--- config.mk ---
export PLATFORM = sky130hd
export DESIGN_NAME = median9_fill_exclusion
export DESIGN_NICKNAME = d
export VERILOG_FILES = /design/src/sv/med9fe_pkg.sv /design/src/sv/median9_fill_exclusion.sv
export SDC_FILE = /design/constraint.sdc
export NUM_CORES = 2
export LEC_CHECK = 0
export ABC_CLOCK_PERIOD_IN_PS = 10000
export BUFFER_PORTS_ARGS = -buffer_cell sky130_fd_sc_hd__buf_2
export CELL_PAD_IN_SITES_DETAIL_PLACEMENT = 1
export CELL_PAD_IN_SITES_GLOBAL_PLACEMENT = 1
export CORE_ASPECT_RATIO = 1.1
export CORE_MARGIN = 5
export CORE_UTILIZATION = 28
export CTS_CLUSTER_DIAMETER = 150
export DETAILED_ROUTE_END_ITERATION = 12
export PLACE_DENSITY = 0.56
export SETUP_SLACK_MARGIN = 0.02
export SYNTH_ARGS = -nofsm -noshare
export SYNTH_HDL_FRONTEND = slang
export SYNTH_SLANG_ARGS = --single-unit
--- constraint.sdc ---
create_clock -name clock -period 10 [get_ports clock]
set_clock_uncertainty 0.1 [all_clocks]
set_input_delay 1 -clock clock [delete_from_list [all_inputs] [get_ports clock]]
set_output_delay 1 -clock clock [all_outputs]
set_load 0.005 [all_outputs]
--- src/sv/med9fe_pkg.sv ---
package med9fe_pkg;

   // Sample width and window geometry
   localparam int SAMPLE_BITS = 16;
   localparam int WIN = 9;
   localparam int IDX_BITS = $clog2(WIN);
   localparam int CNT_BITS = 4;
   // Odd-even transposition needs as many exchange stages as entries
   localparam int SORT_STAGES = WIN;
   localparam logic [CNT_BITS-1:0] CNT_ALL_FILL = CNT_BITS'(WIN);
   localparam logic [SAMPLE_BITS-1:0] FILL_RESET = '1;

   typedef logic signed [SAMPLE_BITS-1:0] sample_type;
   typedef sample_type window_type [WIN];

   typedef struct packed {
      sample_type sample_0;
      sample_type sample_1;
      sample_type sample_2;
      sample_type sample_3;
      sample_type sample_4;
      sample_type sample_5;
      sample_type sample_6;
      sample_type sample_7;
      sample_type sample_8;
      logic [CNT_BITS-1:0] invalid_count;
   } req_type;

   typedef struct packed {
      sample_type median_out;
      logic all_fill;
   } rsp_type;

endpackage

--- src/sv/median9_fill_exclusion.sv ---
// Channel  Direction  Handshake              Payload
// req      in         req_valid / req_stall  med9fe_pkg::req_type
// rsp      out        rsp_valid / rsp_stall  med9fe_pkg::rsp_type
// csr      in         csr_write              csr_data (fill value)
//
// Twelve register stages: input capture, nine compare-exchange stages of the
// sorting network, middle-pair select, and the rounded mean / output register.
// One item per cycle sustained while rsp_stall is low.
// Each stage moves when it is empty or the stage after it moves, so bubbles
// close up and an item can still be taken while a finished result waits on rsp_stall.
// Synchronous active-high reset clears the valid bits and sets the fill value to -1.
module median9_fill_exclusion (
   input  logic               clock,
   input  logic               reset,
   input  logic               req_valid,
   output logic               req_stall,
   input  med9fe_pkg::req_type req_data,
   output logic               rsp_valid,
   input  logic               rsp_stall,
   output med9fe_pkg::rsp_type rsp_data,
   input  logic               csr_write,
   input  med9fe_pkg::sample_type csr_data
);
   import med9fe_pkg::*;

   // stage 0 capture, 1..SORT_STAGES sort, then select, then output
   localparam int PICK_STG = SORT_STAGES + 1;
   localparam int OUT_STG = SORT_STAGES + 2;
   localparam int NSTG = SORT_STAGES + 3;

   logic [NSTG-1:0] valid_ff;
   logic [NSTG:0]   adv;

   window_type win_ff [SORT_STAGES+1];
   window_type win_in [SORT_STAGES+1];
   logic [CNT_BITS-1:0] cnt_ff [SORT_STAGES+1];
   logic [CNT_BITS-1:0] cnt_in;

   sample_type hi_ff, lo_ff, hi_in, lo_in;
   logic       all_pick_ff;
   sample_type fill_ff;
   rsp_type    rsp_ff, rsp_in;

   logic [IDX_BITS-1:0] hi_idx, lo_idx;
   logic [CNT_BITS:0]   hi_sum, lo_sum;
   logic signed [SAMPLE_BITS:0] pair_sum;

   // Stage advance chain from the output back
   always_comb begin
      adv[NSTG] = !rsp_stall;
      for (int k = NSTG - 1; k >= 0; k--) begin
         adv[k] = !valid_ff[k] || adv[k+1];
      end
   end

   assign req_stall = !adv[0];
   assign rsp_valid = valid_ff[OUT_STG];
   assign rsp_data  = rsp_ff;

   // Valid bits travel with the data
   always_ff @(posedge clock) begin
      if (reset) begin
         valid_ff <= '0;
      end else begin
         if (adv[0]) begin
            valid_ff[0] <= req_valid;
         end
         for (int k = 1; k < NSTG; k++) begin
            if (adv[k]) begin
               valid_ff[k] <= valid_ff[k-1];
            end
         end
      end
   end

   // Fill value register
   always_ff @(posedge clock) begin
      if (reset) begin
         fill_ff <= FILL_RESET;
      end else if (csr_write) begin
         fill_ff <= csr_data;
      end
   end

   // Input capture; counts above nine saturate
   always_comb begin
      win_in[0][0] = req_data.sample_0;
      win_in[0][1] = req_data.sample_1;
      win_in[0][2] = req_data.sample_2;
      win_in[0][3] = req_data.sample_3;
      win_in[0][4] = req_data.sample_4;
      win_in[0][5] = req_data.sample_5;
      win_in[0][6] = req_data.sample_6;
      win_in[0][7] = req_data.sample_7;
      win_in[0][8] = req_data.sample_8;
      cnt_in = (req_data.invalid_count >= CNT_ALL_FILL) ? CNT_ALL_FILL
                                                        : req_data.invalid_count;
      // One compare-exchange layer per stage, pairs alternate odd/even
      for (int s = 1; s <= SORT_STAGES; s++) begin
         win_in[s] = win_ff[s-1];
         for (int k = (s - 1) % 2; k + 1 < WIN; k += 2) begin
            if (win_ff[s-1][k] > win_ff[s-1][k+1]) begin
               win_in[s][k]   = win_ff[s-1][k+1];
               win_in[s][k+1] = win_ff[s-1][k];
            end
         end
      end
   end

   always_ff @(posedge clock) begin
      if (adv[0]) begin
         win_ff[0] <= win_in[0];
         cnt_ff[0] <= cnt_in;
      end
      for (int s = 1; s <= SORT_STAGES; s++) begin
         if (adv[s]) begin
            win_ff[s] <= win_in[s];
            cnt_ff[s] <= cnt_ff[s-1];
         end
      end
   end

   // Middle pair: hi = (cnt+9)/2, lo = (cnt+8)/2; equal when the valid count is odd
   always_comb begin
      hi_sum = {1'b0, cnt_ff[SORT_STAGES]} + (CNT_BITS+1)'(WIN);
      lo_sum = {1'b0, cnt_ff[SORT_STAGES]} + (CNT_BITS+1)'(WIN - 1);
      hi_idx = hi_sum[IDX_BITS:1];
      lo_idx = lo_sum[IDX_BITS:1];
      if (cnt_ff[SORT_STAGES] == CNT_ALL_FILL) begin
         hi_idx = '0;
         lo_idx = '0;
      end
      hi_in = win_ff[SORT_STAGES][hi_idx];
      lo_in = win_ff[SORT_STAGES][lo_idx];
   end

   always_ff @(posedge clock) begin
      if (adv[PICK_STG]) begin
         hi_ff       <= hi_in;
         lo_ff       <= lo_in;
         all_pick_ff <= (cnt_ff[SORT_STAGES] == CNT_ALL_FILL);
      end
   end

   // Mean rounded up at .5, or the fill value when nothing is valid
   always_comb begin
      pair_sum = {hi_ff[SAMPLE_BITS-1], hi_ff} + {lo_ff[SAMPLE_BITS-1], lo_ff}
                 + (SAMPLE_BITS+1)'(1);
      rsp_in.all_fill   = all_pick_ff;
      rsp_in.median_out = all_pick_ff ? fill_ff : pair_sum[SAMPLE_BITS:1];
   end

   always_ff @(posedge clock) begin
      if (adv[OUT_STG]) begin
         rsp_ff <= rsp_in;
      end
   end

endmodule

==> impl_metrics.ini <==
[status]
status = completed

[yosys]
synth_cells = 6315
syn-mean-instance-area_um2 = 13.2
synth_cell_type_count = 72
syn-cell-area_um2 = 83600
async_flop_share_pct = 0
synthesis.nets = 7078
yosys_register_bits = 1558
yosys_warnings = 0
ys_seq_area_share_pct = 55.6
synthFlopType = edfxtp_1
synth_edf_count = 1530

[detailed_routing]
postRouteAntennaNets = 0
drt_iter0_drc = 2419
vias = 50600
drc = 0
wl_per_cell_um = 21.0
viasPerCell = 4.79
drt-total-wl_um = 222000
drt_pass1_iterations = 5

[floorplanning]
start_util_pct = 28.1
core_area_um2 = 297000
die_y_um = 583
fp.dieW_um = 531
die-area_um2 = 310000
io_pins = 188
num_rows = 210

[setup_path]
rr_worst_depth = 9
crit_type = reg -> out
required_ns = 8.90
crit_path_start_kind = register
cp_max_fo = 74
r2r_end = win_ff[0][3]
crit_start = valid_ff[11]
cp-endpoint = req_stall
cp.arrival_ns = 4.77
critPathCaptureType = output pin
r2r_slack_ns = 4.76
reg2reg_from = valid_ff[11]

[global_routing]
grt_max_degree = 100
antenna_found_initial = 4
grt_pass1_wl_um = 338000
grt_pass1_vias = 54200
grt_overflow = 0
grtUsageTotal_pct = 14.1

[cells_and_area]
final_common_cell = edfxtp_1
fillers = 31800
antennaDiodeCount = 0
fin_nets = 7272
drive_gt1_share_pct = 23.5
fin_util_pct = 31.9
layout_common_cells = edfxtp_1 (1530), mux2_2 (720), inv_1 (632)
syn_to_final_growth_pct = 13.5

[placement]
numPortBuffers = 187
gp_congestion = 0.826
dp_hpwl_um = 169000

[pwr]
power_density_nw_per_um2 = 393
leakage_nw = 38.5
irDropWorstVdd_mv = 0.297

[sta]
max_freq_mhz = 170
period_needed_ns = 5.87
finalMaxSlewViolations = 0
hold_slack_ns = 0.202
rsz0062_at_grt = no
finalCritPeriodShare_pct = 58.7
finalSetupViolCount = 0
maxSlewHeadroom_pct = 14.4
finalSetupTns_ns = 0
final-hold-violation-count = 0
worst_slew_pin_slew_ns = 1.27

[clocking]
numCtsBuffers = 186
cts_hold_buf = 0
cts_sinks = 1558
postCtsSetupBuffers = 0
clk_path_buf_depth = 4
cts.clk_slew.worst_paths_ns = 0.06
clk_latency_ns = 0.87
tritoncts = built
root_buffer = clkbuf_16
cts.repair.resized = 0
htreeDepth = 4

[job]
cap_violations = 0

[hold_path]
holdCritPathClass = in -> reg
## how the worst min path moves through the flow
stage                         startpoint             end  slack (ns)  cells after the start
after CTS                   req_data[29]   win_ff[0][25]        0.11                      1
final                       req_data[44]   win_ff[0][40]        0.20                      1
after global routing        req_data[29]   win_ff[0][25]        0.13                      1
after floorplan             cnt_ff[0][0]    cnt_ff[1][0]        0.30                      0
after global placement    win_ff[3][129]  win_ff[4][129]        0.30                      0
after detailed placement   win_ff[8][14]   win_ff[9][14]        0.31                      0
## through the flow
step	cell area (µm²)	setup WS [ns]	power (mW)	std cells
2_1_floorplan	83600	0.797	25.4	6315
3_3_place_gp	88800	3.99	30.0	10200
3_5_place_dp	88800	3.83	30.7	10200
4_1_cts	94900	4.07	37.7	10600
5_1_grt	94900	3.91	39.8	10600
6_report	94900	4.13	37.2	10600
## critical path, cell delays in order, from the launching register on
cell,delay [ns]
dfxtp_1,0.37
nand2_1,0.50
nor2_1,0.78
and2_1,0.60
inv_6,0.39
nor2_1,0.46
buf_4,0.26
nand3_4,0.28
inv_1,0.12
buf_2,0.15
## cell families after synthesis
family / share of synthesized area, %
buffers and inverters: 4.69
xor gates and xnor gates: 0.105
adders and majority gates: 8.90
AOI/OAI and AO/OA: 7.61
DFF: 55.6
muxes: 16.1
and+or+nand+nor: 6.91
## power breakdown
group          internal (mW)  switching, mW
clock network           4.11           2.67
registers               11.5           2.99
logic                   7.74           8.28
total                   23.3           13.9
## per-layer routing
layer | GRT usage [%] | up-vias | wire length [µm]
met4 | 4.78 | 0 | 7940
met1 | 17.7 | 25400 | 96900
met5 | 0 | - | 0
met2 | 25.0 | 823 | 111000
li1 | - | 24100 | -
met3 | 1.61 | 321 | 6440
## layout make-up
cell class                      instances  area [µm²]  share of cell area (%)
Timing Repair Buffer                  257        1460                    1.54
Sequential cell                      1558       46500                    49.0
Inverter                              636        2400                    2.53
Clock buffer                          220        4910                    5.17
Multi-Input combinational cell       3870       33500                    35.3
Tap cell                             3922        4910                    5.17
Clock inverter                        109        1190                    1.26
## flip-flops by register name, indices dropped and copies added (netlist names)
register and flops:
win_ff 1440, cnt_ff 40, rsp_data 17, fill_ff 16
hi_ff 16, lo_ff 16, valid_ff 12, all_pick_ff 1
## cell usage after synthesis, drive strengths merged, types with 26 or more instances
cell type | number | area [µm²]
a211o | 26 | 228
a211oi | 31 | 263
a21o | 67 | 503
a21oi | 160 | 820
a22oi | 34 | 255
a32oi | 128 | 1120
buf | 160 | 1190
clkbuf | 91 | 342
dfxtp | 28 | 561
edfxtp | 1530 | 45900
ha | 593 | 7420
inv | 636 | 2390
mux2 | 1034 | 12300
mux4 | 45 | 1010
nand2 | 266 | 998
nand3 | 190 | 951
nand4 | 85 | 532
nor2 | 398 | 1490
nor2b | 121 | 757
nor3 | 36 | 185
o211ai | 35 | 263
o21ai | 357 | 1810
Note: power is estimated with default switching activity, not from simulation.
